`src/btdd_pkg.sv`:
```
`timescale 1ns / 1ps

package btdd_pkg;

   localparam int DEF_WIDTH      = 64;
   localparam int DEF_MAX_DIGITS = 19;
   localparam int VALUE_W        = 64;
   localparam int DIGIT_W        = 4;
   localparam int RSP_DATA_W     = 8;

   localparam logic [DIGIT_W-1:0] DABBLE_LIMIT = 4'd5;
   localparam logic [DIGIT_W-1:0] DABBLE_ADD   = 4'd3;

   typedef struct packed {
      logic clear;
      logic dabble;
      logic move;
   } cell_ctl_type;

   typedef enum logic [2:0] {
      ST_IDLE = 3'b001,
      ST_CONV = 3'b010,
      ST_EMIT = 3'b100
   } state_type;

endpackage

```
`src/binary_to_decimal_digits.sv`:
```
`timescale 1ns / 1ps

// Converts one signed integer per request into the decimal digits of its
// magnitude, most significant first, one digit per response beat, with
// tlast on the final digit. Zero gives a single 0 digit; leading zeros are
// never sent. The magnitude is shifted one bit per cycle through a row of
// MAX_DIGITS decimal digit cells; the digits are then shifted out of the
// top cell one per cycle while the response side is not stalled, leading
// zero positions being passed over without a beat. A new request is taken
// only once the last digit of the previous one has been placed in the
// output register.
module binary_to_decimal_digits
   import btdd_pkg::*;
#(
   parameter int WIDTH      = DEF_WIDTH,
   parameter int MAX_DIGITS = DEF_MAX_DIGITS
) (
   input  logic                  clock,
   input  logic                  reset,
   input  logic                  req_tvalid,
   output logic                  req_tready,
   input  logic [VALUE_W-1:0]    req_tdata,   // value
   output logic                  rsp_tvalid,
   input  logic                  rsp_tready,
   output logic [RSP_DATA_W-1:0] rsp_tdata,   // digit, zero fill
   output logic                  rsp_tlast    // last
);

   localparam int CNT_W = $clog2(WIDTH + 1);
   localparam int REM_W = $clog2(MAX_DIGITS + 1);

   state_type           state_ff, state_in;
   logic [WIDTH-1:0]    mag_ff, mag_in;
   logic [CNT_W-1:0]    cnt_ff, cnt_in;
   logic [REM_W-1:0]    rem_ff, rem_in;
   logic                started_ff, started_in;
   logic                ovf_ff, ovf_in;
   logic                rsp_valid_ff, rsp_valid_in;
   logic [DIGIT_W-1:0]  rsp_digit_ff, rsp_digit_in;
   logic                rsp_last_ff, rsp_last_in;

   logic [WIDTH-1:0]    v_raw;
   logic [WIDTH-1:0]    v_neg;
   logic                accept;
   logic                slot_free;
   logic                skip;
   cell_ctl_type        ctl;

   logic [DIGIT_W-1:0]  digit_w [MAX_DIGITS];
   logic [MAX_DIGITS:0] carry_w;
   logic [DIGIT_W-1:0]  top_digit;

   assign v_raw      = req_tdata[WIDTH-1:0];
   assign v_neg      = ~v_raw + {{(WIDTH-1){1'b0}}, 1'b1};
   assign req_tready = (state_ff == ST_IDLE);
   assign accept     = req_tvalid && req_tready;
   assign slot_free  = !rsp_valid_ff || rsp_tready;
   assign carry_w[0] = mag_ff[WIDTH-1];
   assign top_digit  = digit_w[MAX_DIGITS-1];
   assign skip       = !started_ff && (top_digit == '0) && !ovf_ff
                       && (rem_ff != REM_W'(1));

   genvar gi;
   generate
      for (gi = 0; gi < MAX_DIGITS; gi++) begin : g_cell
         logic [DIGIT_W-1:0] lower_digit;
         if (gi == 0) begin : g_low
            assign lower_digit = '0;
         end else begin : g_mid
            assign lower_digit = digit_w[gi-1];
         end
         btdd_cell u_cell (
            .clock     (clock),
            .ctl       (ctl),
            .carry_in  (carry_w[gi]),
            .digit_in  (lower_digit),
            .digit_out (digit_w[gi]),
            .carry_out (carry_w[gi+1])
         );
      end
   endgenerate

   always_comb begin
      state_in     = state_ff;
      mag_in       = mag_ff;
      cnt_in       = cnt_ff;
      rem_in       = rem_ff;
      started_in   = started_ff;
      ovf_in       = ovf_ff;
      rsp_valid_in = rsp_valid_ff && !rsp_tready;
      rsp_digit_in = rsp_digit_ff;
      rsp_last_in  = rsp_last_ff;
      ctl          = '0;
      case (state_ff)
         ST_IDLE: begin
            if (accept) begin
               mag_in    = v_raw[WIDTH-1] ? v_neg : v_raw;
               cnt_in    = CNT_W'(WIDTH);
               ovf_in    = 1'b0;
               ctl.clear = 1'b1;
               state_in  = ST_CONV;
            end
         end
         ST_CONV: begin
            ctl.dabble = 1'b1;
            mag_in     = {mag_ff[WIDTH-2:0], 1'b0};
            cnt_in     = cnt_ff - CNT_W'(1);
            ovf_in     = ovf_ff || carry_w[MAX_DIGITS];
            if (cnt_ff == CNT_W'(1)) begin
               rem_in     = REM_W'(MAX_DIGITS);
               started_in = 1'b0;
               state_in   = ST_EMIT;
            end
         end
         ST_EMIT: begin
            if (slot_free) begin
               ctl.move = 1'b1;
               rem_in   = rem_ff - REM_W'(1);
               if (!skip) begin
                  rsp_valid_in = 1'b1;
                  rsp_digit_in = top_digit;
                  rsp_last_in  = (rem_ff == REM_W'(1));
                  started_in   = 1'b1;
                  if (rem_ff == REM_W'(1)) begin
                     state_in = ST_IDLE;
                  end
               end
            end
         end
         default: begin
            state_in = ST_IDLE;
         end
      endcase
   end

   always_ff @(posedge clock) begin
      if (reset) begin
         state_ff     <= ST_IDLE;
         rsp_valid_ff <= 1'b0;
         cnt_ff       <= '0;
         rem_ff       <= '0;
         started_ff   <= 1'b0;
         ovf_ff       <= 1'b0;
      end else begin
         state_ff     <= state_in;
         rsp_valid_ff <= rsp_valid_in;
         cnt_ff       <= cnt_in;
         rem_ff       <= rem_in;
         started_ff   <= started_in;
         ovf_ff       <= ovf_in;
      end
   end

   always_ff @(posedge clock) begin
      mag_ff       <= mag_in;
      rsp_digit_ff <= rsp_digit_in;
      rsp_last_ff  <= rsp_last_in;
   end

   assign rsp_tvalid = rsp_valid_ff;
   assign rsp_tdata  = {{(RSP_DATA_W-DIGIT_W){1'b0}}, rsp_digit_ff};
   assign rsp_tlast  = rsp_last_ff;

endmodule

```
`src/btdd_cell.sv`:
```
`timescale 1ns / 1ps

module btdd_cell
   import btdd_pkg::*;
(
   input  logic               clock,
   input  cell_ctl_type       ctl,
   input  logic               carry_in,
   input  logic [DIGIT_W-1:0] digit_in,
   output logic [DIGIT_W-1:0] digit_out,
   output logic               carry_out
);

   logic [DIGIT_W-1:0] digit_ff;
   logic [DIGIT_W-1:0] digit_in_nx;
   logic [DIGIT_W-1:0] adj;

   // add three before the doubling so the digit wraps at ten
   always_comb begin
      adj = (digit_ff >= DABBLE_LIMIT) ? digit_ff + DABBLE_ADD : digit_ff;
      carry_out = adj[DIGIT_W-1];
      digit_in_nx = digit_ff;
      if (ctl.clear) begin
         digit_in_nx = '0;
      end else if (ctl.dabble) begin
         digit_in_nx = {adj[DIGIT_W-2:0], carry_in};
      end else if (ctl.move) begin
         digit_in_nx = digit_in;
      end
   end

   always_ff @(posedge clock) begin
      digit_ff <= digit_in_nx;
   end

   assign digit_out = digit_ff;

endmodule

```
`config.mk`:
```
export PLATFORM = sky130hd
export DESIGN_NAME = binary_to_decimal_digits
export DESIGN_NICKNAME = d
export VERILOG_FILES = /design/src/btdd_pkg.sv /design/src/binary_to_decimal_digits.sv /design/src/btdd_cell.sv
export SDC_FILE = /design/constraint.sdc
export NUM_CORES = 1
export LEC_CHECK = 0
export BUFFER_PORTS_ARGS = -buffer_cell sky130_fd_sc_hd__buf_4
export CAP_MARGIN = 10
export CORE_MARGIN = 4
export CORE_UTILIZATION = 40
export CTS_CLUSTER_DIAMETER = 100
export DETAILED_ROUTE_END_ITERATION = 12
export RECOVER_POWER = 100
export SETUP_SLACK_MARGIN = 0.2
export SYNTH_ARGS = -nofsm -noshare
export SYNTH_HDL_FRONTEND = slang
export SYNTH_SLANG_ARGS = --single-unit
```
`constraint.sdc`:
```
create_clock -name clock -period 2.78 [get_ports clock]
set_input_delay 0.695 -clock clock [delete_from_list [all_inputs] [get_ports clock]]
set_output_delay 0.695 -clock clock [all_outputs]
set_load 0.05 [all_outputs]
```
# After elaboration in Yosys (flattened, before gate mapping)
# Index checks and enable logic that the tools add are counted.
# op_classes
addsub	22
order_cmp	19
n_eq_ne	11
muxes	85
bitwise_logic	2
n_reduce_logical	20
# op_table
op	count
$mux 4	57
$mux 64	2
$pmux 64 s2	1
$add 4x2->4 const B	19
$ge 4x3->1 const B	19
$add 64x1->64 const B	1
$not 64->64	1
$mux 3	5
$pmux 7 s2	1
$mux 1	12
$mux 5	2
$pmux 5 s2	1
$pmux 3 s3	1
$ne 2x2->1 const B	4
$eq 7x1->1 const B	1
$mux 7	1
$sub 7x1->7 const B	1
$reduce_and 3->1	2
$reduce_bool 2->1	3
$eq 5x1->1 const B	1
$logic_and 1x1->1	5
$ne 5x1->1 const B	1
$reduce_and 5->1	1
$sub 5x1->5 const B	1
11 further kinds	16
# word_totals
ff_bits	163

# Logic depth before layout (Yosys ltp)
# Gate-level depths: netlist (run 1).
# logic_depth
ltp_word	7
mapped_depth	8
ltp_nobuf	8

# Hierarchy
# Synthesis (run 1) repeated with hierarchy kept, for this count alone.
# unflattened
hier_cells	1212
hier_area_um2	10508.8
# by_module_without_submodules
mod	instances	cells_per_inst	area_each_um2	seq_area_each_um2
btdd_cell	19	35	280.3	80.1
binary_to_decimal_digits	1	547	5183.7	2432.3

# Worst setup path before layout (run 1)
# OpenSTA, ideal clock, no wires.
# synth_timing
path_kind	register -> register
startpoint	reg state_ff[0]
endpoint	reg mag_ff[0], enable pin
arrival_ns	3.492
required_ns	2.355
setup_slack_ns	-1.137
stages_incl_launch_ff	4
path_buffers	0
period_less_slack_ns	3.917
path_cell_list	dfxtp_1 > nor3b_1 > nand2_1 > nand2_1
# synth_between
elab_chain_len	4
word_cells_on_any_way	6
# synth_lines
element	line_no	source
start, declared	binary_to_decimal_digits.sv:32	state_type state_ff, state_in;
start signal, assigned	binary_to_decimal_digits.sv:145	state_ff <= state_in;
$eq 3x1->1 *	binary_to_decimal_digits.sv:55	assign req_tready = (state_ff == ST_IDLE);
net req_tready	binary_to_decimal_digits.sv:21	output logic req_tready,
$logic_and 1x1->1	binary_to_decimal_digits.sv:56	assign accept = req_tvalid && req_tready;
$ne 2x1->1 (no line)	n/a	
$reduce_and 2->1 (no line) *	n/a	
end signal, assigned	binary_to_decimal_digits.sv:155	mag_ff <= mag_in;
end, declared	binary_to_decimal_digits.sv:33	logic [WIDTH-1:0] mag_ff, mag_in;
# Mark *: on every way through the listed nets, which the timed path passes. The rest lies on a longest branch.
# A chain may end at the register's enable or synchronous reset.

# Worst setup path in the final report (run 1)
# layout_timing
startpoint	in req_tdata[28]
endpoint	reg mag_ff[51], data pin
# layout_between
elab_chain_len	5
# layout_lines
element	line_no	source
start, declared	binary_to_decimal_digits.sv:22	input logic [VALUE_W-1:0] req_tdata,
$not 64->64	binary_to_decimal_digits.sv:54	assign v_neg = ~v_raw + {{(WIDTH-1){1'b0}}, 1'b1};
$add 64x1->64	binary_to_decimal_digits.sv:54	
$mux 64	binary_to_decimal_digits.sv:97	mag_in = v_raw[WIDTH-1] ? v_neg : v_raw;
$mux 64	binary_to_decimal_digits.sv:96	if (accept) begin
$pmux 64 s2	binary_to_decimal_digits.sv:94	case (state_ff)
net mag_in[51]	binary_to_decimal_digits.sv:33	
# The timed path passes the listed nets, and every way through them passes these cells. The select of a mux whose other input is x is not followed.

==> reports/metrics.yaml, run 1 <==
h-tree-depth: 4
post-route-drc-count: 0
setup_violations: 0
p_comb_frac: 0.141
die_w_microns: 166
path_cells: "buf_6 -> or4_4 -> or4_4 -> or3_4 -> o41ai_1 -> xor2_1 -> a21oi_1"
final_cells: 1622
port_buffers: 74
synth_cells: 1173
internal-power_uw: 4290
clock_skew_ps: 11.9
p_leak_uw: 0.00412
switchingPower_uw: 1610
fmax_mhz: 383
r2r_cells: 4
clk_latency_ps: 430
min_path_type: "flop to flop"
rsz0062_at_grt: "true"
layout.nets: 1397
startpoint_type: "primary input"
antenna_found_initial: 0
slew_headroom: 0.242
cts_root_buf: "clkbuf_16"
tightest_slew_ps: 1140
crit_slowest_cell: "or4_4"
fin_crit_ps: 2610
grt_usage: 0.177
synth_top_area_frac: 0.208
gp_congestion: 0.820
wire_per_inst_microns: 15.1
fin_crit_sh: 0.939
synth-edff-count: 69
peakVddDrop_mv: 0.358
report.final.slew_viol_count: 0
grt_overflow: 0
maxCapViolCount: 0
cts_tree: "built"
antenna_left: 0
drtIter0Drc: 558
ys_top_cells_by_count: "nand2_1 (155), o21ai_0 (111), nor2_1 (109), a21oi_1 (94), dfxtp_1 (94)"
critPathCaptureType: "flop"
cp.arrival_ps: 2740
path_max_fanout: 3
synthDistinctLibCells: 56
syn_to_final_growth_pct: 19.3
fin_ws_ps: 169
syn_area_per_cell_sq_um: 8.49
via_per_inst: 5.41
dp_hpwl_mm: 17.1
grt_pass1_vias: 8353
min_path_cells: 1
critPathTopFamily: "simple AND/OR/NAND/NOR gates"
max_stage_delay_ps: 530
num_io_pins: 79
swShare: 0.273
die-area_sq_mm: 0.0275
cts_buffers: 17
synth_ff_type: "dfxtp_1"
start_util: 0.408
setup_tns_ps: 0
first_pass_iters: 5
p_clk_frac: 0.384
placed_cells: 1589
post-place-ws_ps: -318
hold_viol: 0
yosys_register_bits: 163
synth_area_sq_mm: 0.00996
yosysTopAreaCell: "edfxtp_1"
diodes: 0
worstSetupPathDepth: 7
path_class: "primary input to flop"
path_buf_inv: 1
placement_rows: 57
yosysWarningCount: 0
synthArstFlopShare: 0
clkSlewWorstSetupHoldPaths_ps: 70
place_area_sq_mm: 0.0115
finalPower_uw: 5900
synth_most_common_cell: "nand2_1"
cts.sinks: 163
coreArea_sq_mm: 0.0244
fin_area_sq_mm: 0.0119
path_common_cell: "or4_4"
outcome: "complete, no violations"
power_frac_seq: 0.475
vias: 8780
drive_gt1_frac: 0.152
synth-seq-area-share: 0.397
clk_path_buf_depth: 2
power_density_mw_per_mm2: 496
fillCellCount: 2391
grt_first_pass_wirelength_mm: 41.4
die-height_microns: 166
cp.required_ps: 2910
synth_area_leaders: "edfxtp_1 (21%), dfxtp_1 (19%), nand2_1 (5.8%), o21ai_0 (5.6%), ha_1 (5.5%)"
grt_max_degree: 103
wl_mm: 24.5
## cell usage in the layout (no fill, tap or decap), types with 4 or more instances in the layout
cell type	instances
conb_1	4
o41ai_1	11
xor2_1	56
clkbuf_16	18
nor3b_1	21
a21oi_1	94
xnor2_1	26
clkbuf_1	18
buf_4	128
dfxtp_1	94
a211oi_1	39
nor4_1	10
buf_12	5
a32oi_1	18
a311oi_1	35
inv_1	49
clkbuf_4	4
o31ai_4	4
clkbuf_2	4
or3_1	9
edfxtp_1	69
nor2_1	109
or4_1	15
ha_1	44
nand4_1	6
nand2b_1	22
nand3_1	16
nor3_1	34
o21ai_0	109
o31ai_1	16
inv_6	4
nand2_1	155
## path summary, 6_finish.rpt
check,to,startpoint,slack [ps]
max,mag_ff[51],req_tdata[28],170
min,cnt_ff[6],cnt_ff[6],480
max reg2reg,mag_ff[62],state_ff[0],370
min reg2reg,cnt_ff[6],cnt_ff[6],480
## worst register-to-register path, cell delays in order (launching register included)
cell     delay [ps]
dfxtp_1         440
nor3b_1         380
nand2_1         290
nand2_1         200
buf_4           670
## flip-flops by register name, summed over array words and instances, names as in the netlist
signal / cells
rem_ff: 5
mag_ff: 64
rsp_tvalid: 1
rsp_tlast: 1
rsp_digit_ff: 4
started_ff: 1
g_cell.u_cell.digit_out: 76
ovf_ff: 1
cnt_ff: 7
state_ff: 3
## cell families after synthesis
kind of cell / Yosys count / synth area share
simple gates: 419 / 0.203
compound gates: 344 / 0.221
flops: 163 / 0.397
buf+inv: 119 / 0.0504
xor+xnor: 82 / 0.0721
fa+ha+maj: 44 / 0.0553
other cells: 1 / 0.000376
mux: 1 / 0.00100
## power groups by stage
stage	clock, uW	sequential [uW]	combinational (uW)
5_1_grt	2440	2820	939
6_report	2270	2800	832
4_1_cts	2320	2800	856
3_3_place_gp	0	2850	838
3_5_place_dp	0	2850	854
2_1_floorplan	0	2820	541
## routing by layer
layer	track usage	up-vias	wire length [microns]
li1	-	4491	-
met1	0.250	4116	12000
met2	0.282	160	11300
met3	0.0326	13	1010
met4	0.0434	0	223
met5	0	-	0
## area by class of cell
class                      count  area [sq um]  area share
timing repair buffer         160          1200       0.101
inverter                      49           184      0.0155
clock buffer                  20           468      0.0394
tap                          324           405      0.0341
sequential                   163          3950       0.333
multi-input combinational    894          5590       0.470
clock inverter                12          92.6     0.00779
## metrics by stage
step | hold slack [ps] | utilization
after floorplan | 443 | -
after global placement | 459 | 0.472
after detailed placement | 466 | 0.472
after CTS | 483 | 0.495
after global routing | 522 | 0.487
final | 476 | 0.487
## repair_timing
action	in CTS	in global routing
pin swaps	0	2
hold buffers	0	0
buffers inserted	0	1
gates resized for setup	1	4
endpoints found under the setup margin	1	5
hold endpoints to repair	0	0
(Power assumes the default switching activity.)
==> run 2, diff against run 1 <==
CAP_MARGIN = 40   (was 10)
PLACE_DENSITY = 0.63   (was not set)
==> reports/metrics.yaml, run 2 (synthesized netlist as in run 1, its figures left out) <==
outcome: "complete, no violations"
syn_to_final_growth_pct: 19.4  # about the same
cts_buffers: 17  # unchanged
finalPower_uw: 5900  # about the same
final_cell_mix: "nand2_1 (155), buf_4 (136), o21ai_0 (110), nor2_1 (108)"
whs_ps: 489  # +12.2 ps
die-area_sq_mm: 0.0275  # unchanged
grt_usage: 0.175  # -0.00155
antenna_left: 0  # unchanged
post-route-drc-count: 0  # unchanged
crit_slowest_cell: "or4_4"
maxCapViolCount: 0  # unchanged
place_area_sq_mm: 0.0115  # -0.13%
timing.rr.start: "state_ff[0]"
cts_root_buf: "clkbuf_16"
dp_hpwl_mm: 17.0  # -0.50%
fmax_mhz: 375  # -2.1%
rsz0062_at_grt: "true"
max_stage_delay_ps: 530  # about the same
largest_reg_flops: 76  # unchanged
vias: 8847  # +0.76%
layout.nets: 1400  # +0.21%
gp_congestion: 0.850  # +3.6%
power_density_mw_per_mm2: 496  # about the same
clk_latency_ps: 430  # about the same
wire_per_inst_microns: 15.2  # +0.58%
start_util: 0.408  # unchanged
report.final.slew_viol_count: 0  # unchanged
h-tree-depth: 4  # unchanged
die_w_microns: 166  # unchanged
tightest_slew_ps: 1130  # -12.1 ps
drtIter0Drc: 621  # +11%
peakVddDrop_mv: 0.334  # -6.6%
min_from: "cnt_ff[6]"
hold_buffers: 0  # unchanged
slew_headroom: 0.250  # +0.00810
clock_skew_ps: 7.67  # -4.23 ps
setup_tns_ps: 0  # unchanged
cts_tree: "built"
grt_pass1_vias: 8394  # +0.49%
cp.arrival_ps: 2800  # +60 ps
cp.required_ps: 2910  # about the same
path_class: "primary input to flop"
cts.sinks: 163  # unchanged
coreArea_sq_mm: 0.0244  # unchanged
fin_crit_sh: 0.959  # +0.0202
crit_start: "req_tdata[28]"
fin_crit_ps: 2670  # +56.2 ps
path_cells: "buf_6 -> or4_4 -> or4_4 -> or3_1 -> o41ai_1 -> xor2_1 -> a21oi_1"
final_common_cell: "nand2_1"
clk_path_buf_depth: 2  # unchanged
critPathCaptureType: "flop"
fin_area_sq_mm: 0.0119  # about the same
setup_violations: 0  # unchanged
grt_first_pass_wirelength_mm: 41.4  # about the same
p_leak_uw: 0.00413  # +0.26%
min_path_type: "flop to flop"
placement_rows: 57  # unchanged
via_per_inst: 5.44  # +0.58%
hold_viol: 0  # unchanged
first_pass_iters: 7  # +2
num_io_pins: 79  # unchanged
path_common_cell: "or4_4"
clkSlewWorstSetupHoldPaths_ps: 70  # about the same
antenna_found_initial: 0  # unchanged
grt_max_degree: 106  # +2.9%
drive_gt1_frac: 0.157  # +0.00503
path_max_fanout: 3  # unchanged
diodes: 0  # unchanged
startpoint_type: "primary input"
die-height_microns: 166  # unchanged
port_buffers: 74  # unchanged
grt_overflow: 0  # unchanged
wl_mm: 24.7  # +0.76%
run 2: repair_timing:
item,CTS,global route
endpoints found under the setup margin,2,4
gates resized for setup,0,3
buffers inserted,0,1
pin swaps,1,0
run 2: per-stage QoR:
step / worst slack, ps / util / std cells
2_1_floorplan: -38.0 / - / 1176
3_3_place_gp: -242 / 0.472 / 1592
3_5_place_dp: -263 / 0.472 / 1592
4_1_cts: 187 / 0.495 / 1624
5_1_grt: 66.7 / 0.488 / 1625
6_report: 113 / 0.488 / 1625
run 2: worst paths after layout:
check / to / slack, ps / depth (start not counted)
worst max register to register: g_cell[1].u_cell.digit_out[1] / 300 / 5
worst max-delay path: mag_ff[51] / 110 / 7
worst min register to register: cnt_ff[6] / 490 / 1
worst min-delay path: cnt_ff[6] / 490 / 1
run 2: cell type report:
class                           instances  area [sq um]
Timing Repair Buffer                  163          1210
Clock buffer                           21           452
Inverter                               49           184
Fill cell                            2412         12500
Tap cell                              324           405
Clock inverter                         11           104
Multi-Input combinational cell        894          5580
Sequential cell                       163          3950
run 2: critical path, delay by kind of cell:
kind            cells  cell delay (ps)
simple gates        3             1410
compound gates      2              410
buf+inv             1              100
xor+xnor            1              190
run 2: power breakdown:
group | internal [uW] | switching (uW)
Sequential | 2690 | 110
Combinational | 366 | 475
Clock | 1270 | 992
run 2: metal layers:
layer / track usage / vias to the layer above / wire length [microns]
li1: - / 4486 / -
met1: 0.246 / 4175 / 12000
met2: 0.284 / 170 / 11500
met3: 0.0295 / 16 / 1030
met4: 0.0427 / 0 / 213
met5: 0 / - / 0
==> run 3, diff against run 2 <==
CELL_PAD_IN_SITES_DETAIL_PLACEMENT = 1   (was not set)
CELL_PAD_IN_SITES_GLOBAL_PLACEMENT = 1   (was not set)
GPL_TIMING_DRIVEN = 1   (was not set)
PLACE_DENSITY = 0.78   (was 0.63)
RECOVER_POWER = not set   (was 100)
==> reports/metrics.yaml, run 3 (synthesized netlist as in run 1, its figures left out) <==
outcome: "complete, no violations"
diodes: 0  # unchanged
whs_ps: 494  # +5.70 ps
cp.required_ps: 2950  # +40 ps
drive_gt1_frac: 0.177  # +0.0207
fin_crit_sh: 0.942  # -0.0176
hold_viol: 0  # unchanged
timing.rr.start: "state_ff[2]"
peakVddDrop_mv: 0.287  # -14%
tightest_slew_ps: 667  # -458 ps
clk_latency_ps: 430  # about the same
h-tree-depth: 4  # unchanged
setup_violations: 0  # unchanged
cts_buffers: 17  # unchanged
grt_max_degree: 118  # +11%
vias: 9307  # +5.2%
first_pass_iters: 5  # -2
power_density_mw_per_mm2: 508  # +2.4%
path_class: "primary input to flop"
critPathCaptureType: "flop"
min_from: "cnt_ff[6]"
hold-path-endpoint: "cnt_ff[6]"
path_max_fanout: 3  # unchanged
min_path_cells: 1  # unchanged
slew_headroom: 0.555  # +0.305
setup_tns_ps: 0  # unchanged
post-place-ws_ps: -300  # -36.1 ps
die-area_sq_mm: 0.0275  # unchanged
via_per_inst: 5.75  # +5.5%
dp_hpwl_mm: 19.9  # +17%
path_common_cell: "or4_4"
maxCapViolCount: 0  # unchanged
startpoint_type: "primary input"
wire_per_inst_microns: 17.7  # +17%
critPathTopFamily: "simple AND/OR/NAND/NOR gates"
final_common_cell: "nand2_1"
p_leak_uw: 0.00426  # +3.1%
path_buf_inv: 1  # unchanged
grt_usage: 0.205  # +0.0302
r2r_cells: 3  # -2
final_cell_mix: "nand2_1 (154), buf_4 (148), nor2_1 (108), o21ai_0 (108)"
fin_ws_ps: 162  # +48.9 ps
grt_overflow: 0  # unchanged
r2r_slack_ps: 570  # +270 ps
layout.nets: 1395  # -0.36%
die-height_microns: 166  # unchanged
cts_root_buf: "clkbuf_16"
syn_to_final_growth_pct: 22.4
cp.arrival_ps: 2790  # about the same
fin_area_sq_mm: 0.0122  # +2.5%
hold_buffers: 0  # unchanged
antenna_left: 0  # unchanged
fin_crit_ps: 2620  # -48.9 ps
min_path_type: "flop to flop"
crit_slowest_cell: "or4_4"
wl_mm: 28.8  # +16%
placement_rows: 57  # unchanged
clock_skew_ps: 10.0  # +2.35 ps
drtIter0Drc: 529  # -15%
clk_path_buf_depth: 2  # unchanged
place_area_sq_mm: 0.0115  # about the same
num_io_pins: 79  # unchanged
port_buffers: 74  # unchanged
rsz0062_at_grt: "true"
cts_tree: "built"
grt_pass1_vias: 9649  # +15%
die_w_microns: 166  # unchanged
gp_congestion: 0.847  # -0.33%
largest_reg_flops: 76  # unchanged
antenna_found_initial: 0  # unchanged
report.final.slew_viol_count: 0  # unchanged
fmax_mhz: 382  # +1.9%
cts.sinks: 163  # unchanged
cts_setup_buffers: 0  # unchanged
fillCellCount: 2903  # +20%
clkSlewWorstSetupHoldPaths_ps: 70  # about the same
path_cells: "buf_6 -> or4_4 -> or4_4 -> or4_4 -> o31ai_4 -> xor2_1 -> o21ai_1"
start_util: 0.408  # unchanged
post-route-drc-count: 0  # unchanged
max_stage_delay_ps: 550  # +20 ps
finalPower_uw: 6190  # +4.9%
grt_first_pass_wirelength_mm: 48.0  # +16%
coreArea_sq_mm: 0.0244  # unchanged
timing.rr.end: "rsp_digit_ff[1]"
[run 3: worst register-to-register path, cell delays in order (launching register included)]
cell      delay (ps)
dfxtp_1          460
nor3b_1          400
nand2b_2         380
a31oi_1          610
[run 3: power by group]
part	total (uW)	switching, uW	internal [uW]
logic	903	517	386
clock network	2490	1080	1410
registers	2800	114	2690
[run 3: timing repair]
item / CTS / global route
pin swaps: 1 / 2
gates resized for setup: 2 / 9
cloned: 0 / 0
endpoints found under the setup margin: 4 / 12
[run 3: stage by stage]
stage	instances	utilization
finish	1620	0.500
global route	1620	0.500
CTS	1620	0.497
detailed placement	1588	0.472
global placement	1588	0.472
floorplan	1176	-
[run 3: cell type report]
type                       count  area (sq um)  share of cell area
sequential                   163          3950               0.324
clock buffer                  18           450              0.0369
clock inverter                14           165              0.0135
timing repair buffer         158          1290               0.106
inverter                      49           184              0.0151
tap                          324           405              0.0333
multi-input combinational    894          5740               0.471
[run 3: how the worst max path moves through the flow]
| stage | startpoint | to | slack, ps | cells past startpoint |
|---|---|---|---|---|
| 2_1_floorplan | req_tdata[28] | mag_ff[56] | -40 | 6 |
| 3_3_place_gp | req_tdata[28] | mag_ff[56] | -240 | 7 |
| 3_5_place_dp | req_tdata[28] | mag_ff[48] | -300 | 7 |
| 4_1_cts | req_tdata[28] | mag_ff[52] | 170 | 7 |
| 5_1_grt | req_tdata[28] | mag_ff[56] | 110 | 7 |
| 6_report | req_tdata[28] | mag_ff[56] | 160 | 7 |
[run 3: routing by layer]
| layer | global-route usage | wire length (microns) |
|---|---|---|
| met1 | 0.261 | 12800 |
| met4 | 0.0649 | 624 |
| met3 | 0.0319 | 1130 |
| met2 | 0.360 | 14200 |
| met5 | 0 | 0 |
